**config.mk**
```make
export PLATFORM = sky130hd
export DESIGN_NAME = bitmap_rle_scanline_decoder_core_flat
export DESIGN_NICKNAME = d
export VERILOG_FILES = /design/src/bmrle_pkg.sv /design/src/bmrle_if.sv /design/src/bmrle_csr.sv /design/src/bmrle_parse.sv /design/src/bmrle_track.sv /design/src/bitmap_rle_scanline_decoder_core.sv /design/src/flat_wrapper.sv
export VERILOG_INCLUDE_DIRS = /design/src /design/src/src
export SDC_FILE = /design/constraint.sdc
export NUM_CORES = 1
export LEC_CHECK = 0
export BUFFER_PORTS_ARGS = -buffer_cell sky130_fd_sc_hd__buf_2
export CORE_MARGIN = 2
export CORE_UTILIZATION = 30
export DETAILED_ROUTE_END_ITERATION = 7
export PLACE_DENSITY = 0.53
export SLEW_MARGIN = 20
export SYNTH_ARGS = -nofsm -noshare
export SYNTH_HDL_FRONTEND = slang
export SYNTH_SLANG_ARGS = --single-unit
```
**constraint.sdc**
```tcl
create_clock -name clock -period 7.9 [get_ports clock]
set_input_delay 0.79 -clock clock [delete_from_list [all_inputs] [get_ports clock]]
set_output_delay 0.79 -clock clock [all_outputs]
set_load 0.05 [all_outputs]
```
**src/bitmap_rle_scanline_decoder_core_defines.svh**
```systemverilog
// Assertion macros shared by the decoder RTL.
`ifndef BITMAP_RLE_SCANLINE_DECODER_CORE_DEFINES_SVH
`define BITMAP_RLE_SCANLINE_DECODER_CORE_DEFINES_SVH

`ifndef NO_ASSERTIONS

// Same-cycle implication, checked outside reset.
`define BMRLE_ASSERT_IMPLY(lbl, clk, rst, pre, post, msg) \
   lbl: assert property (@(posedge clk) disable iff (rst) (pre) |-> (post)) \
      else $error(msg);

// Next-cycle implication, checked outside reset.
`define BMRLE_ASSERT_NEXT(lbl, clk, rst, pre, post, msg) \
   lbl: assert property (@(posedge clk) disable iff (rst) (pre) |=> (post)) \
      else $error(msg);

`else

`define BMRLE_ASSERT_IMPLY(lbl, clk, rst, pre, post, msg)
`define BMRLE_ASSERT_NEXT(lbl, clk, rst, pre, post, msg)

`endif

`endif

```
**src/bmrle_pkg.sv**
```systemverilog
package bmrle_pkg;

   localparam int MAX_PATTERN_BYTES = 8;
   localparam int MAX_LINE_BYTES    = 8192;

   localparam int CSR_INDEX_W   = 2;
   localparam int CSR_DATA_W    = 16;
   localparam int LINE_BYTES_W  = 14;
   localparam int PATTERN_LEN_W = 4;
   localparam int ROW_W         = 16;
   localparam int SEG_DATA_W    = 64;
   localparam int REPEAT_W      = 8;

   localparam logic [7:0] OP_LITERAL = 8'h80;
   localparam logic [7:0] OP_PATTERN = 8'h00;
   localparam logic [7:0] COUNT_MASK = 8'h7f;

   localparam logic [LINE_BYTES_W-1:0]  LINE_BYTES_RESET     = 14'd80;
   localparam logic [PATTERN_LEN_W-1:0] PATTERN_LENGTH_RESET = 4'd2;
   localparam logic [ROW_W-1:0]         ROW_TOTAL_RESET      = 16'd400;

   typedef enum logic [CSR_INDEX_W-1:0] {
      CSR_LINE_BYTES     = 2'd0,
      CSR_PATTERN_LENGTH = 2'd1,
      CSR_ROW_TOTAL      = 2'd2
   } csr_index_type;

   typedef enum logic [2:0] {
      PH_OPCODE    = 3'd0,
      PH_LIT_COUNT = 3'd1,
      PH_LIT_DATA  = 3'd2,
      PH_PAT_COUNT = 3'd3,
      PH_PAT_DATA  = 3'd4
   } phase_type;

   typedef struct packed {
      logic [LINE_BYTES_W-1:0]  line_bytes;
      logic [PATTERN_LEN_W-1:0] pattern_length;
      logic [ROW_W-1:0]         row_total;
   } cfg_type;

   typedef struct packed {
      logic [SEG_DATA_W-1:0]    segment_data;
      logic [PATTERN_LEN_W-1:0] segment_length;
      logic [REPEAT_W-1:0]      repeat_count;
   } segment_type;

   typedef struct packed {
      logic row_end;
      logic image_end;
      logic row_overrun;
   } flags_type;

endpackage

```
**src/bmrle_if.sv**
```systemverilog
interface bmrle_req_if;
   logic       valid;
   logic       ready;
   logic [7:0] stream_byte;

   modport source (output valid, output stream_byte, input ready);
   modport sink   (input valid, input stream_byte, output ready);
endinterface

interface bmrle_rsp_if;
   logic                                  valid;
   logic                                  ready;
   logic [bmrle_pkg::SEG_DATA_W-1:0]      segment_data;
   logic [bmrle_pkg::PATTERN_LEN_W-1:0]   segment_length;
   logic [bmrle_pkg::REPEAT_W-1:0]        repeat_count;
   logic                                  row_end;
   logic                                  image_end;
   logic                                  row_overrun;

   modport source (output valid, output segment_data, output segment_length,
                   output repeat_count, output row_end, output image_end,
                   output row_overrun, input ready);
   modport sink   (input valid, input segment_data, input segment_length,
                   input repeat_count, input row_end, input image_end,
                   input row_overrun, output ready);
endinterface

interface bmrle_csr_if;
   logic                                valid;
   logic                                ready;
   logic [bmrle_pkg::CSR_INDEX_W-1:0]   index;
   logic [bmrle_pkg::CSR_DATA_W-1:0]    data;

   modport source (output valid, output index, output data, input ready);
   modport sink   (input valid, input index, input data, output ready);
endinterface

```
**src/bmrle_csr.sv**
```systemverilog
module bmrle_csr (
   input  logic               clock,
   input  logic               reset,
   bmrle_csr_if.sink          csr_ch,
   output bmrle_pkg::cfg_type cfg
);

   bmrle_pkg::cfg_type cfg_ff;
   bmrle_pkg::cfg_type cfg_in;

   assign csr_ch.ready = 1'b1;
   assign cfg          = cfg_ff;

   // Decode the write; unknown indexes are dropped.
   always_comb begin
      cfg_in = cfg_ff;
      if (csr_ch.valid) begin
         unique case (bmrle_pkg::csr_index_type'(csr_ch.index))
            bmrle_pkg::CSR_LINE_BYTES:
               cfg_in.line_bytes = csr_ch.data[bmrle_pkg::LINE_BYTES_W-1:0];
            bmrle_pkg::CSR_PATTERN_LENGTH:
               cfg_in.pattern_length = csr_ch.data[bmrle_pkg::PATTERN_LEN_W-1:0];
            bmrle_pkg::CSR_ROW_TOTAL:
               cfg_in.row_total = csr_ch.data[bmrle_pkg::ROW_W-1:0];
            default: cfg_in = cfg_ff;
         endcase
      end
   end

   always_ff @(posedge clock) begin
      if (reset) begin
         cfg_ff.line_bytes     <= bmrle_pkg::LINE_BYTES_RESET;
         cfg_ff.pattern_length <= bmrle_pkg::PATTERN_LENGTH_RESET;
         cfg_ff.row_total      <= bmrle_pkg::ROW_TOTAL_RESET;
      end else begin
         cfg_ff <= cfg_in;
      end
   end

endmodule

```
**src/bmrle_parse.sv**
```systemverilog
module bmrle_parse #(
   parameter int MAX_PATTERN_BYTES = bmrle_pkg::MAX_PATTERN_BYTES
) (
   input  logic                   clock,
   input  logic                   reset,
   input  logic                   step,
   input  logic [7:0]             stream_byte,
   input  bmrle_pkg::cfg_type     cfg,
   output logic                   seg_valid,
   output bmrle_pkg::segment_type seg
);

   localparam int IDX_W = (MAX_PATTERN_BYTES > 1) ? $clog2(MAX_PATTERN_BYTES) : 1;
   localparam int PL_W  = bmrle_pkg::PATTERN_LEN_W;

   bmrle_pkg::phase_type phase_ff, phase_in;
   logic [7:0]           remaining_ff, remaining_in;
   logic [7:0]           repeats_ff, repeats_in;
   logic [IDX_W-1:0]     idx_ff, idx_in;
   logic [7:0]           store_ff [MAX_PATTERN_BYTES];

   logic [PL_W-1:0]                  pat_len;
   logic                             pat_last;
   logic [7:0]                       rem_dec;
   logic [bmrle_pkg::SEG_DATA_W-1:0] pattern_data;

   // Clamp the pattern length into 1..MAX_PATTERN_BYTES.
   always_comb begin
      if (cfg.pattern_length == '0) begin
         pat_len = PL_W'(1);
      end else if (cfg.pattern_length > PL_W'(MAX_PATTERN_BYTES)) begin
         pat_len = PL_W'(MAX_PATTERN_BYTES);
      end else begin
         pat_len = cfg.pattern_length;
      end
   end

   assign pat_last = (PL_W'(idx_ff) + PL_W'(1)) >= pat_len;
   assign rem_dec  = remaining_ff - 8'd1;

   // Current byte bypasses the store at its own slot.
   always_comb begin
      pattern_data = '0;
      for (int k = 0; k < MAX_PATTERN_BYTES; k++) begin
         if (PL_W'(k) < pat_len) begin
            pattern_data[8*k +: 8] = (idx_ff == IDX_W'(k)) ? stream_byte : store_ff[k];
         end
      end
   end

   always_comb begin
      unique case (phase_ff)
         bmrle_pkg::PH_OPCODE: begin
            if (stream_byte == bmrle_pkg::OP_LITERAL) begin
               phase_in = bmrle_pkg::PH_LIT_COUNT;
            end else if (stream_byte == bmrle_pkg::OP_PATTERN) begin
               phase_in = bmrle_pkg::PH_PAT_COUNT;
            end else begin
               phase_in = bmrle_pkg::PH_OPCODE;
            end
         end
         bmrle_pkg::PH_LIT_COUNT:
            phase_in = (stream_byte == 8'd0) ? bmrle_pkg::PH_OPCODE : bmrle_pkg::PH_LIT_DATA;
         bmrle_pkg::PH_LIT_DATA:
            phase_in = (rem_dec == 8'd0) ? bmrle_pkg::PH_OPCODE : bmrle_pkg::PH_LIT_DATA;
         bmrle_pkg::PH_PAT_COUNT:
            phase_in = bmrle_pkg::PH_PAT_DATA;
         bmrle_pkg::PH_PAT_DATA:
            phase_in = pat_last ? bmrle_pkg::PH_OPCODE : bmrle_pkg::PH_PAT_DATA;
         default:
            phase_in = bmrle_pkg::PH_OPCODE;
      endcase
   end

   always_comb begin
      remaining_in       = remaining_ff;
      repeats_in         = repeats_ff;
      idx_in             = idx_ff;
      seg_valid          = 1'b0;
      seg.segment_data   = '0;
      seg.segment_length = PL_W'(1);
      seg.repeat_count   = 8'd1;
      unique case (phase_ff)
         bmrle_pkg::PH_OPCODE: begin
            if (stream_byte != bmrle_pkg::OP_LITERAL && stream_byte != bmrle_pkg::OP_PATTERN) begin
               seg_valid                = 1'b1;
               seg.segment_data[7:0]    = stream_byte[7] ? 8'hff : 8'h00;
               seg.repeat_count         = stream_byte & bmrle_pkg::COUNT_MASK;
            end
         end
         bmrle_pkg::PH_LIT_COUNT: begin
            remaining_in = stream_byte;
         end
         bmrle_pkg::PH_LIT_DATA: begin
            remaining_in          = rem_dec;
            seg_valid             = 1'b1;
            seg.segment_data[7:0] = stream_byte;
         end
         bmrle_pkg::PH_PAT_COUNT: begin
            repeats_in = stream_byte;
            idx_in     = '0;
         end
         bmrle_pkg::PH_PAT_DATA: begin
            if (pat_last) begin
               idx_in             = '0;
               seg_valid          = (repeats_ff != 8'd0);
               seg.segment_data   = pattern_data;
               seg.segment_length = pat_len;
               seg.repeat_count   = repeats_ff;
            end else begin
               idx_in = idx_ff + IDX_W'(1);
            end
         end
         default: begin
            seg_valid = 1'b0;
         end
      endcase
   end

   always_ff @(posedge clock) begin
      if (reset) begin
         phase_ff     <= bmrle_pkg::PH_OPCODE;
         remaining_ff <= '0;
         repeats_ff   <= '0;
         idx_ff       <= '0;
      end else if (step) begin
         phase_ff     <= phase_in;
         remaining_ff <= remaining_in;
         repeats_ff   <= repeats_in;
         idx_ff       <= idx_in;
      end
   end

   always_ff @(posedge clock) begin
      if (step && phase_ff == bmrle_pkg::PH_PAT_DATA) begin
         for (int k = 0; k < MAX_PATTERN_BYTES; k++) begin
            if (idx_ff == IDX_W'(k)) begin
               store_ff[k] <= stream_byte;
            end
         end
      end
   end

endmodule

```
**src/bmrle_track.sv**
```systemverilog
module bmrle_track #(
   parameter int MAX_LINE_BYTES = bmrle_pkg::MAX_LINE_BYTES
) (
   input  logic                   clock,
   input  logic                   reset,
   input  logic                   step,
   input  logic                   seg_valid,
   input  bmrle_pkg::segment_type seg,
   input  bmrle_pkg::cfg_type     cfg,
   output bmrle_pkg::flags_type   flags
);

   localparam int COL_W  = $clog2(MAX_LINE_BYTES);
   localparam int ADV_W  = bmrle_pkg::PATTERN_LEN_W + bmrle_pkg::REPEAT_W;
   localparam int NEXT_W = COL_W + ADV_W;
   localparam int ROW_W  = bmrle_pkg::ROW_W;

   logic [COL_W-1:0]  column_ff, column_in;
   logic [ROW_W-1:0]  row_ff, row_in;

   logic [ADV_W-1:0]  advance;
   logic [NEXT_W-1:0] line_eff;
   logic [NEXT_W-1:0] col_next;
   logic [ROW_W:0]    total_eff;
   logic [ROW_W:0]    row_inc;

   assign advance  = ADV_W'(seg.segment_length) * ADV_W'(seg.repeat_count);
   assign col_next = NEXT_W'(column_ff) + NEXT_W'(advance);

   // Clamp the line width into 1..MAX_LINE_BYTES.
   always_comb begin
      if (cfg.line_bytes == '0) begin
         line_eff = NEXT_W'(1);
      end else if (NEXT_W'(cfg.line_bytes) > NEXT_W'(MAX_LINE_BYTES)) begin
         line_eff = NEXT_W'(MAX_LINE_BYTES);
      end else begin
         line_eff = NEXT_W'(cfg.line_bytes);
      end
   end

   assign total_eff = (cfg.row_total == '0) ? (ROW_W+1)'(1) : {1'b0, cfg.row_total};
   assign row_inc   = {1'b0, row_ff} + (ROW_W+1)'(1);

   always_comb begin
      flags.row_end     = (col_next >= line_eff);
      flags.row_overrun = (col_next > line_eff);
      flags.image_end   = flags.row_end && (row_inc >= total_eff);
      if (flags.row_end) begin
         column_in = '0;
         row_in    = flags.image_end ? '0 : row_inc[ROW_W-1:0];
      end else begin
         column_in = col_next[COL_W-1:0];
         row_in    = row_ff;
      end
   end

   always_ff @(posedge clock) begin
      if (reset) begin
         column_ff <= '0;
         row_ff    <= '0;
      end else if (step && seg_valid) begin
         column_ff <= column_in;
         row_ff    <= row_in;
      end
   end

endmodule

```
**src/bitmap_rle_scanline_decoder_core.sv**
```systemverilog
// Run-length coded bitmap scan-line decoder.
// req_ch carries one compressed stream byte per request; rsp_ch carries one
// decoded segment (up to eight pixel bytes, their length, a repeat count and
// the row end, image end and row overrun flags). csr_ch writes the line
// width, pattern length and row total; it is always ready and must only be
// used while no request is in flight.
// Each request is latched in an input register and decoded by the parser and
// position tracker once the output register is empty or being drained; any
// segment lands in the output register, which drives rsp_ch.
// Throughput is one request per cycle unless the receiver stalls; opcode,
// count and partial pattern bytes produce no segment.
// When the receiver stalls, the output register holds its segment and the
// input register holds one more request; req_ch.ready drops only when both
// are full.
// Reset clears the parser to expect an opcode, zeroes column and row, empties
// both registers and restores line width 80, pattern length 2, row total 400.
`include "bitmap_rle_scanline_decoder_core_defines.svh"

module bitmap_rle_scanline_decoder_core #(
   parameter int MAX_PATTERN_BYTES = bmrle_pkg::MAX_PATTERN_BYTES,
   parameter int MAX_LINE_BYTES    = bmrle_pkg::MAX_LINE_BYTES
) (
   input  logic         clock,
   input  logic         reset,
   bmrle_req_if.sink    req_ch,
   bmrle_rsp_if.source  rsp_ch,
   bmrle_csr_if.sink    csr_ch
);

   bmrle_pkg::cfg_type     cfg;
   bmrle_pkg::segment_type seg;
   bmrle_pkg::flags_type   flags;
   logic                   seg_valid;

   // Input register.
   logic       in_valid_ff, in_valid_in;
   logic [7:0] in_byte_ff;

   // Output register.
   logic                   rsp_valid_ff, rsp_valid_in;
   bmrle_pkg::segment_type rsp_seg_ff;
   bmrle_pkg::flags_type   rsp_flags_ff;

   logic advance;
   logic step;
   logic req_fire;

   // Advance when the output register is empty or being drained.
   assign advance      = !rsp_valid_ff || rsp_ch.ready;
   assign step         = in_valid_ff && advance;
   assign req_ch.ready = !in_valid_ff || advance;
   assign req_fire     = req_ch.valid && req_ch.ready;

   bmrle_csr u_csr (
      .clock  (clock),
      .reset  (reset),
      .csr_ch (csr_ch),
      .cfg    (cfg)
   );

   bmrle_parse #(
      .MAX_PATTERN_BYTES (MAX_PATTERN_BYTES)
   ) u_parse (
      .clock       (clock),
      .reset       (reset),
      .step        (step),
      .stream_byte (in_byte_ff),
      .cfg         (cfg),
      .seg_valid   (seg_valid),
      .seg         (seg)
   );

   bmrle_track #(
      .MAX_LINE_BYTES (MAX_LINE_BYTES)
   ) u_track (
      .clock     (clock),
      .reset     (reset),
      .step      (step),
      .seg_valid (seg_valid),
      .seg       (seg),
      .cfg       (cfg),
      .flags     (flags)
   );

   // Fill on a new request, drain when the request is decoded.
   always_comb begin
      if (req_fire) begin
         in_valid_in = 1'b1;
      end else if (step) begin
         in_valid_in = 1'b0;
      end else begin
         in_valid_in = in_valid_ff;
      end
   end

   // Load a fresh segment, or drop the old one once taken.
   always_comb begin
      if (step && seg_valid) begin
         rsp_valid_in = 1'b1;
      end else if (rsp_ch.ready) begin
         rsp_valid_in = 1'b0;
      end else begin
         rsp_valid_in = rsp_valid_ff;
      end
   end

   always_ff @(posedge clock) begin
      if (reset) begin
         in_valid_ff  <= 1'b0;
         rsp_valid_ff <= 1'b0;
      end else begin
         in_valid_ff  <= in_valid_in;
         rsp_valid_ff <= rsp_valid_in;
      end
   end

   always_ff @(posedge clock) begin
      if (req_fire) begin
         in_byte_ff <= req_ch.stream_byte;
      end
      if (step && seg_valid) begin
         rsp_seg_ff   <= seg;
         rsp_flags_ff <= flags;
      end
   end

   assign rsp_ch.valid          = rsp_valid_ff;
   assign rsp_ch.segment_data   = rsp_seg_ff.segment_data;
   assign rsp_ch.segment_length = rsp_seg_ff.segment_length;
   assign rsp_ch.repeat_count   = rsp_seg_ff.repeat_count;
   assign rsp_ch.row_end        = rsp_flags_ff.row_end;
   assign rsp_ch.image_end      = rsp_flags_ff.image_end;
   assign rsp_ch.row_overrun    = rsp_flags_ff.row_overrun;

   // A decoded segment must show up on the result channel next cycle.
   `BMRLE_ASSERT_NEXT(a_seg_lands, clock, reset, step && seg_valid, rsp_valid_ff, "decoded segment lost")
   // Image end and overrun only ever come with a row end.
   `BMRLE_ASSERT_IMPLY(a_image_row, clock, reset, rsp_valid_ff && rsp_flags_ff.image_end, rsp_flags_ff.row_end, "image end without row end")
   `BMRLE_ASSERT_IMPLY(a_overrun_row, clock, reset, rsp_valid_ff && rsp_flags_ff.row_overrun, rsp_flags_ff.row_end, "overrun without row end")
   // Segments never carry a zero repeat or zero length.
   `BMRLE_ASSERT_IMPLY(a_seg_nonzero, clock, reset, rsp_valid_ff, rsp_seg_ff.repeat_count != '0 && rsp_seg_ff.segment_length != '0, "empty segment")

endmodule

```
**src/flat_wrapper.sv**
```systemverilog
// flat-port wrapper written by rule: the top's interface ports become plain ports
module bitmap_rle_scanline_decoder_core_flat 
#(
   parameter int MAX_PATTERN_BYTES = bmrle_pkg::MAX_PATTERN_BYTES,
   parameter int MAX_LINE_BYTES    = bmrle_pkg::MAX_LINE_BYTES
)
  (clock, reset, req_ch_valid, req_ch_stream_byte, req_ch_ready, rsp_ch_valid, rsp_ch_segment_data, rsp_ch_segment_length, rsp_ch_repeat_count, rsp_ch_row_end, rsp_ch_image_end, rsp_ch_row_overrun, rsp_ch_ready, csr_ch_valid, csr_ch_index, csr_ch_data, csr_ch_ready);
  bmrle_req_if req_ch_i ();
  bmrle_rsp_if rsp_ch_i ();
  bmrle_csr_if csr_ch_i ();
  input  logic clock;
  input  logic reset;
  input wire logic [$bits(req_ch_i.valid)-1:0] req_ch_valid;
  input wire logic [$bits(req_ch_i.stream_byte)-1:0] req_ch_stream_byte;
  output wire logic [$bits(req_ch_i.ready)-1:0] req_ch_ready;
  output wire logic [$bits(rsp_ch_i.valid)-1:0] rsp_ch_valid;
  output wire logic [$bits(rsp_ch_i.segment_data)-1:0] rsp_ch_segment_data;
  output wire logic [$bits(rsp_ch_i.segment_length)-1:0] rsp_ch_segment_length;
  output wire logic [$bits(rsp_ch_i.repeat_count)-1:0] rsp_ch_repeat_count;
  output wire logic [$bits(rsp_ch_i.row_end)-1:0] rsp_ch_row_end;
  output wire logic [$bits(rsp_ch_i.image_end)-1:0] rsp_ch_image_end;
  output wire logic [$bits(rsp_ch_i.row_overrun)-1:0] rsp_ch_row_overrun;
  input wire logic [$bits(rsp_ch_i.ready)-1:0] rsp_ch_ready;
  input wire logic [$bits(csr_ch_i.valid)-1:0] csr_ch_valid;
  input wire logic [$bits(csr_ch_i.index)-1:0] csr_ch_index;
  input wire logic [$bits(csr_ch_i.data)-1:0] csr_ch_data;
  output wire logic [$bits(csr_ch_i.ready)-1:0] csr_ch_ready;
  assign req_ch_i.valid = req_ch_valid;
  assign req_ch_i.stream_byte = req_ch_stream_byte;
  assign req_ch_ready = req_ch_i.ready;
  assign rsp_ch_valid = rsp_ch_i.valid;
  assign rsp_ch_segment_data = rsp_ch_i.segment_data;
  assign rsp_ch_segment_length = rsp_ch_i.segment_length;
  assign rsp_ch_repeat_count = rsp_ch_i.repeat_count;
  assign rsp_ch_row_end = rsp_ch_i.row_end;
  assign rsp_ch_image_end = rsp_ch_i.image_end;
  assign rsp_ch_row_overrun = rsp_ch_i.row_overrun;
  assign rsp_ch_i.ready = rsp_ch_ready;
  assign csr_ch_i.valid = csr_ch_valid;
  assign csr_ch_i.index = csr_ch_index;
  assign csr_ch_i.data = csr_ch_data;
  assign csr_ch_ready = csr_ch_i.ready;
  bitmap_rle_scanline_decoder_core #(.MAX_PATTERN_BYTES(MAX_PATTERN_BYTES), .MAX_LINE_BYTES(MAX_LINE_BYTES)) u_core (.clock(clock), .reset(reset), .req_ch(req_ch_i), .rsp_ch(rsp_ch_i), .csr_ch(csr_ch_i));
endmodule
```
# After elaboration in Yosys (flattened, before gate mapping)
# Memory sizes are Yosys's and may differ from the RTL's. A register that Yosys moved wholly into a read port is not among the register bits.
# Index checks and enable logic that the tools add are counted.
[word_totals] reg_bits=118 n_memories=1 mem_bits_rw=64 input_bits=31 latch_bits=0 rom_bits=0 out_inout_bits=82
[mem_list] memory="u_core.u_parse.store_ff" depth=8 width=8 rd=8 rd_clocked_by_memory_dff=7 write_ports=1 line="bmrle_parse.sv:20" text="logic [7:0] store_ff [MAX_PATTERN_BYTES];"
[op_classes] n_reduce_logical=52 div_mod_pow=0 muxes=77 addsub=5 bitwise_logic=0 mul=1 n_eq_ne=15 magnitude_cmp=14 n_shift=0
[ops] cell="$mux 8" count=11
[ops] cell="$reduce_or 8->1" count=7
[ops] cell="$mux 1" count=37
[ops] cell="$mux 16" count=2
[ops] cell="$pmux 8 s2" count=2
[ops] cell="$mux 14" count=2
[ops] cell="$mux 3" count=9
[ops] cell="$ge 14x25->1" count=1
[ops] cell="$gt 14x25->1" count=1
[ops] cell="$pmux 8 s3" count=1
[ops] cell="$reduce_and 3->1" count=7
[ops] cell="$mux 20" count=1
[ops] cell="$add 16x1->17 const B" count=1
[ops] cell="$ge 17x16->1" count=1
[ops] cell="$logic_not 16->1" count=1
[ops] cell="$logic_not 8->1" count=2
[ops] cell="$lt 3x4->1 const A" count=4
[ops] cell="$reduce_bool 8->1" count=2
[ops] cell="$eq 3x3->1 const B" count=5
[ops] cell="$pmux 3 s5" count=1
[ops] cell="$add 13x12->14" count=1
[ops] cell="$gt 14x14->1 const B" count=1
[ops] cell="$logic_not 14->1" count=1
[ops] cell="$reduce_and 2->1" count=7
[ops] cell="27 further kinds" count=56

# Logic depth before layout (Yosys ltp)
[logic_depth] word_depth=14 mapped_depth=35

# Cells and area by module
# Synthesis repeated with hierarchy kept, for this count alone.
[unflattened] cells_unflattened=1201 area_unflattened_um2=12664.6
[modules_own_cells] mod="bmrle_parse" seq_area_each_um2=2362.3 cells_per_inst=491 area_per_inst_um2=4675.7 n_inst=1
[modules_own_cells] mod="bmrle_track" seq_area_each_um2=580.6 cells_per_inst=474 area_per_inst_um2=3852.4 n_inst=1
[modules_own_cells] mod="bitmap_rle_scanline_decoder_core" seq_area_each_um2=2652.5 cells_per_inst=98 area_per_inst_um2=2715.1 n_inst=1
[modules_own_cells] mod="bmrle_csr" seq_area_each_um2=680.7 cells_per_inst=138 area_per_inst_um2=1421.4 n_inst=1

# Worst setup path after synthesis
# No wires, ideal clock.
[synth_timing] path_type="register -> register" from="register u_core.u_parse.idx_ff[2]" to="register u_core.u_track.column_ff[7]" t_required_ps=7830 period_less_slack_ps=7674 arrival_time_ps=7604 path_stages_with_launch=32 path_slack_ps=226 cell_sequence="dfxtp_1 -> clkbuf_1 -> clkinv_1 -> ha_1 -> inv_1 -> ha_1 -> a2111oi_1 -> nor3_1 -> clkbuf_1 -> a22oi_1 -> nor2_1 -> fa_1 -> fa_1 -> inv_1 -> fa_1 -> inv_1 -> ha_1 -> or3_1 -> or2_2 -> o22ai_1 -> o21ai_0 -> o21ai_0 -> nand2b_1 -> ha_1 -> nand4_1 -> nor4_1 -> a211oi_1 -> and2_1 -> clkbuf_1 -> inv_1 -> or4b_2 -> a21oi_1"
[synth_rtl] item="start: declaration" line="bmrle_parse.sv:19" text="logic [IDX_W-1:0] idx_ff, idx_in;"
[synth_rtl] item="start signal: assignment" line="bmrle_parse.sv:130" text="idx_ff <= idx_in;"
[synth_rtl] item="end signal: assignment" line="bmrle_track.sv:62" text="column_ff <= column_in;"
[synth_rtl] item="end: declaration" line="bmrle_track.sv:18" text="logic [COL_W-1:0] column_ff, column_in;"

# Worst setup path after layout
[layout_timing] from="register u_core.u_parse.idx_ff[0]" to="register u_core.u_track.row_ff[15]"
[layout_between] elab_chain_cells=9
[layout_rtl] item="$add 3x1->4 (*)" line="bmrle_parse.sv:38" text="assign pat_last = (PL_W'(idx_ff) + PL_W'(1)) >= pat_len;"
[layout_rtl] item="$ge 4x4->1 (*)" line="bmrle_parse.sv:38"
[layout_rtl] item="$mux 20" line="bmrle_parse.sv:104" text="if (pat_last) begin"
[layout_rtl] item="$pmux 8 s2 or $mux 4 (tied branches)" line="bmrle_parse.sv:83" text="unique case (phase_ff)"
[layout_rtl] item="$mul 4x8->12" line="bmrle_track.sv:27" text="assign advance = ADV_W'(seg.segment_length) * ADV_W'(seg.repeat_count);"
[layout_rtl] item="$add 13x12->14" line="bmrle_track.sv:28" text="assign col_next = NEXT_W'(column_ff) + NEXT_W'(advance);"
[layout_rtl] item="$ge 14x25->1" line="bmrle_track.sv:45" text="flags.row_end = (col_next >= line_eff);"
[layout_rtl] item="$logic_and 1x1->1" line="bmrle_track.sv:47" text="flags.image_end = flags.row_end && (row_inc >= total_eff);"
[layout_rtl] item="$mux 16" line="bmrle_track.sv:50" text="row_in = flags.image_end ? '0 : row_inc[ROW_W-1:0];"
[layout_rtl] item="end signal: assignment" line="bmrle_track.sv:63" text="row_ff <= row_in;"
[layout_rtl] item="end: declaration" line="bmrle_track.sv:19" text="logic [ROW_W-1:0] row_ff, row_in;"
# Mark *: on every way between the ends. The rest lies on a longest branch, timed or not.
# A chain may end at the register's enable or synchronous reset.

==> impl_metrics.py <==
metrics = {
    "worst_setup_path": {
        "arrival_ns": 7.87,
        "crit_path_max_fanout": 24,
        "critPathSlowestCell": "fa_1",
        "slowest_delay_ns": 0.55,
        "crit_type": "flip-flop to flip-flop",
        "path_buf_inv": 6,
        "path_common_cell": "ha_1",
        "crit_path_end_kind": "flip-flop",
        "cp_top_family": "adder cells",
        "start_kind": "flip-flop",
        "required_ns": 8.38,
    },
    "cts": {
        "clkLatencyLatePin_ns": 0.56,
        "clkSlewWorstSetupHoldPaths_ns": 0.06,
        "tritoncts": "yes",
        "htree_levels": 1,
        "numCtsBuffers": 27,
        "clockRootBuffer": "clkbuf_16",
        "numClockSinks": 238,
        "ctsLongestPathBuffers": 3,
    },
    "grt": {
        "grt_max_degree": 61,
        "grt_pass1_wl_um": 46300,
        "met1_usage_pct": 20.6,
        "gr-usage-met3_pct": 2.15,
        "overflow": 0,
        "grt.busiest_layer": "met2",
        "first_global_vias": 8328,
        "grt_usage_pct": 14.1,
        "gr-usage-met2_pct": 21.9,
        "antenna_found_initial": 0,
    },
    "placement": {
        "dp_hpwl_um": 20800,
        "gp_congestion": 0.840,
        "io_buffers": 111,
    },
    "timing": {
        "setup_violations": 0,
        "fmax_ghz": 0.135,
        "tns_ns": 0,
        "skew_ns": 0.0152,
        "fin_crit_ns": 7.39,
        "min_period_over_period_pct": 93.5,
        "drv_slew": 0,
        "tightestPinTransition_ns": 1.06,
        "rsz0062_at_grt": "false",
        "finalHoldViolCount": 0,
        "relSlewSlack_pct": 28.4,
    },
    "yosys": {
        "syn_area_mm2": 0.0118,
        "yosysSeqAreaShare_pct": 48.3,
        "ys_ff_latch": 238,
        "ys_types": 72,
        "synth_area_leaders": "dfxtp_1 24%, edfxtp_1 24%, ha_1 6.9%",
        "yosys.area.top_type": "dfxtp_1",
        "synth_fp_nets": 1287,
        "async_flop_share_pct": 0,
        "syn_inst": 1170,
        "ys.flop_type": "dfxtp_1",
        "synth_edf_count": 95,
        "syn_area_per_cell_um2": 10.1,
        "netlist.area_leader.share_pct": 24.2,
        "synth_warnings": 0,
    },
    "drt": {
        "drtPass1Iterations": 6,
        "via_per_inst": 4.75,
        "totalWireLength_um": 29100,
        "vias": 8641,
        "wire_per_inst_um": 16.0,
        "ant_nets": 0,
        "route.detailed.drc": 0,
        "drt-initial-drc-count": 470,
    },
    "pwr": {
        "power_mw": 2.91,
        "p_leak_nw": 5.58,
        "powerDensity_mw_per_mm2": 209,
        "peakVddDrop_mv": 0.158,
    },
    "status": {
        "status": "completed",
    },
    "floorplan": {
        "ios": 113,
        "fp.dieW_um": 203,
        "die_h_um": 203,
        "die_area_mm2": 0.0410,
        "initial_core_util_pct": 30.5,
        "placementRows": 72,
        "core_area_mm2": 0.0388,
    },
    "layout": {
        "multiInputGateArea_mm2": 0.00557,
        "area_growth_pct": 17.8,
        "final_common_cell": "dfxtp_1",
        "layout_common_cells": "143 x dfxtp_1, 141 x nand2_1, 111 x buf_2",
        "seq_area_mm2": 0.00572,
        "drive_gt1_share_pct": 19.9,
        "fillers": 3941,
        "fin_nets": 1399,
        "antenna_cells": 0,
    },
    "worst_hold_path": {
        "hold_path_class": "primary input to flip-flop",
    },
    "flow_run": {
        "cap_violations": 0,
    },
}
-- per-stage QoR --
| step | hold WS (ns) | setup slack, ns | instances | util (%) | area (um^2) |
|---|---|---|---|---|---|
| finish | 0.417 | 0.512 | 1821 | 35.9 | 13900 |
| global route | 0.389 | 0.0154 | 1821 | 35.9 | 13900 |
| CTS | 0.388 | 0.165 | 1818 | 35.7 | 13800 |
| detailed placement | 0.446 | -0.0288 | 1768 | 33.4 | 13000 |
| global placement | 0.441 | 0.272 | 1768 | 33.4 | 13000 |
| floorplan | 0.432 | 0.226 | 1170 | - | 11800 |
-- worst paths after layout --
check,slack [ns],depth (start not counted),from,endpoint
max,0.51,31,u_core.u_parse.idx_ff[0],u_core.u_track.row_ff[15]
min,0.42,1,req_ch_stream_byte[1],u_core.in_byte_ff[1]
max reg2reg,0.51,31,u_core.u_parse.idx_ff[0],u_core.u_track.row_ff[15]
min reg2reg,0.46,2,u_core.u_track.column_ff[3],u_core.u_track.column_ff[3]
-- report_power, final --
group	leakage (nW)	internal, mW	switching, mW
Sequential	2.02	1.32	0.0206
Clock	0.429	0.708	0.528
Combinational	3.13	0.0912	0.244
-- layout make-up --
| type | instances | area share (%) |
|---|---|---|
| repair buffers | 134 | 5.32 |
| clock inverters | 15 | 0.925 |
| clock buffers | 35 | 5.36 |
| flip-flops and latches | 238 | 41.0 |
| well taps | 518 | 4.65 |
| multi-input cells | 779 | 40.0 |
| inverters | 102 | 2.76 |
-- cells by family (layout without fill, tap and decap cells) --
| kind of cell | count (synthesis) | after routing | synth area share, % |
|---|---|---|---|
| and+or+nand+nor | 414 | 414 | 17.6 |
| DFF | 238 | 238 | 48.3 |
| AOI/OAI and AO/OA | 186 | 186 | 10.3 |
| buffers and inverters | 153 | 286 | 5.15 |
| adders and majority gates | 86 | 86 | 10.4 |
| muxes | 68 | 68 | 6.35 |
| xor gates and xnor gates | 24 | 24 | 1.78 |
| other | 1 | 1 | 0.0317 |
-- cells in the mapped netlist (4+ instances only) --
master and n:
dfxtp_1 143, nand2_1 141, inv_1 99, edfxtp_1 95, a21oi_1 73, ha_1 65
nor2b_1 59, nor2_1 58, mux2_2 56, nand3_1 43, clkbuf_1 39, o21ai_0 26
fa_1 21, nor3_1 21, xnor2_1 18, o211ai_1 14, and2_1 13, nor4_1 13
mux2i_1 12, and3_1 11, nand4_1 10, or3_1 10, a211oi_1 8, a221o_1 7
a22oi_1 7, o21ai_1 7, buf_1 6, nand3b_1 6, o21a_1 6, xor2_1 6
nand2b_1 5, o32ai_2 5, or4_1 5, a21o_1 4, buf_6 4
-- routing by layer --
layer / wire [um] / share of wire [%] / vias to the layer above
li1: - / - / 4311
met1: 14300 / 49 / 4101
met5: 0 / 0 / -
met2: 13000 / 45 / 201
met4: 492 / 1.7 / 0
met3: 1340 / 4.6 / 28
-- timing repair --
item | in CTS | in global routing
cloned | 0 | 0
setup endpoints to repair | 2 | 30
hold buffers | 0 | 0
resized for setup | 1 | 12
buffers inserted | 0 | 3
-- sequential cells by signal, summed over array words and instances (netlist names) --
| signal | flops |
|---|---|
| u_core.rsp_ch.image_end | 1 |
| u_core.rsp_ch.row_overrun | 1 |
| u_core.u_parse.idx_ff | 3 |
| u_core.u_parse.store_ff | 64 |
| u_core.u_parse.repeats_ff | 8 |
| u_core.in_byte_ff | 8 |
| u_core.u_csr.cfg | 34 |
| u_core.rsp_ch.valid | 1 |
| u_core.u_track.column_ff | 13 |
| u_core.rsp_ch.row_end | 1 |
| u_core.rsp_ch.segment_data | 64 |
| u_core.u_track.row_ff | 16 |
| u_core.u_parse.phase_ff | 3 |
| u_core.rsp_ch.segment_length | 4 |
| u_core.in_valid_ff | 1 |
| u_core.u_parse.remaining_ff | 8 |
| u_core.rsp_ch.repeat_count | 8 |
-- worst register-to-register path, delay by kind of cell, from the launching register on --
family / cells / cell delay [ns]
adder cells (fa/ha/maj): 8 / 2.86
AND/OR/NAND/NOR: 10 / 2.13
AO/OA/AOI/OAI: 7 / 1.22
buffers and inverters: 6 / 0.71
flip-flops: 1 / 0.37
Note: power is estimated with default switching activity, not from simulation.
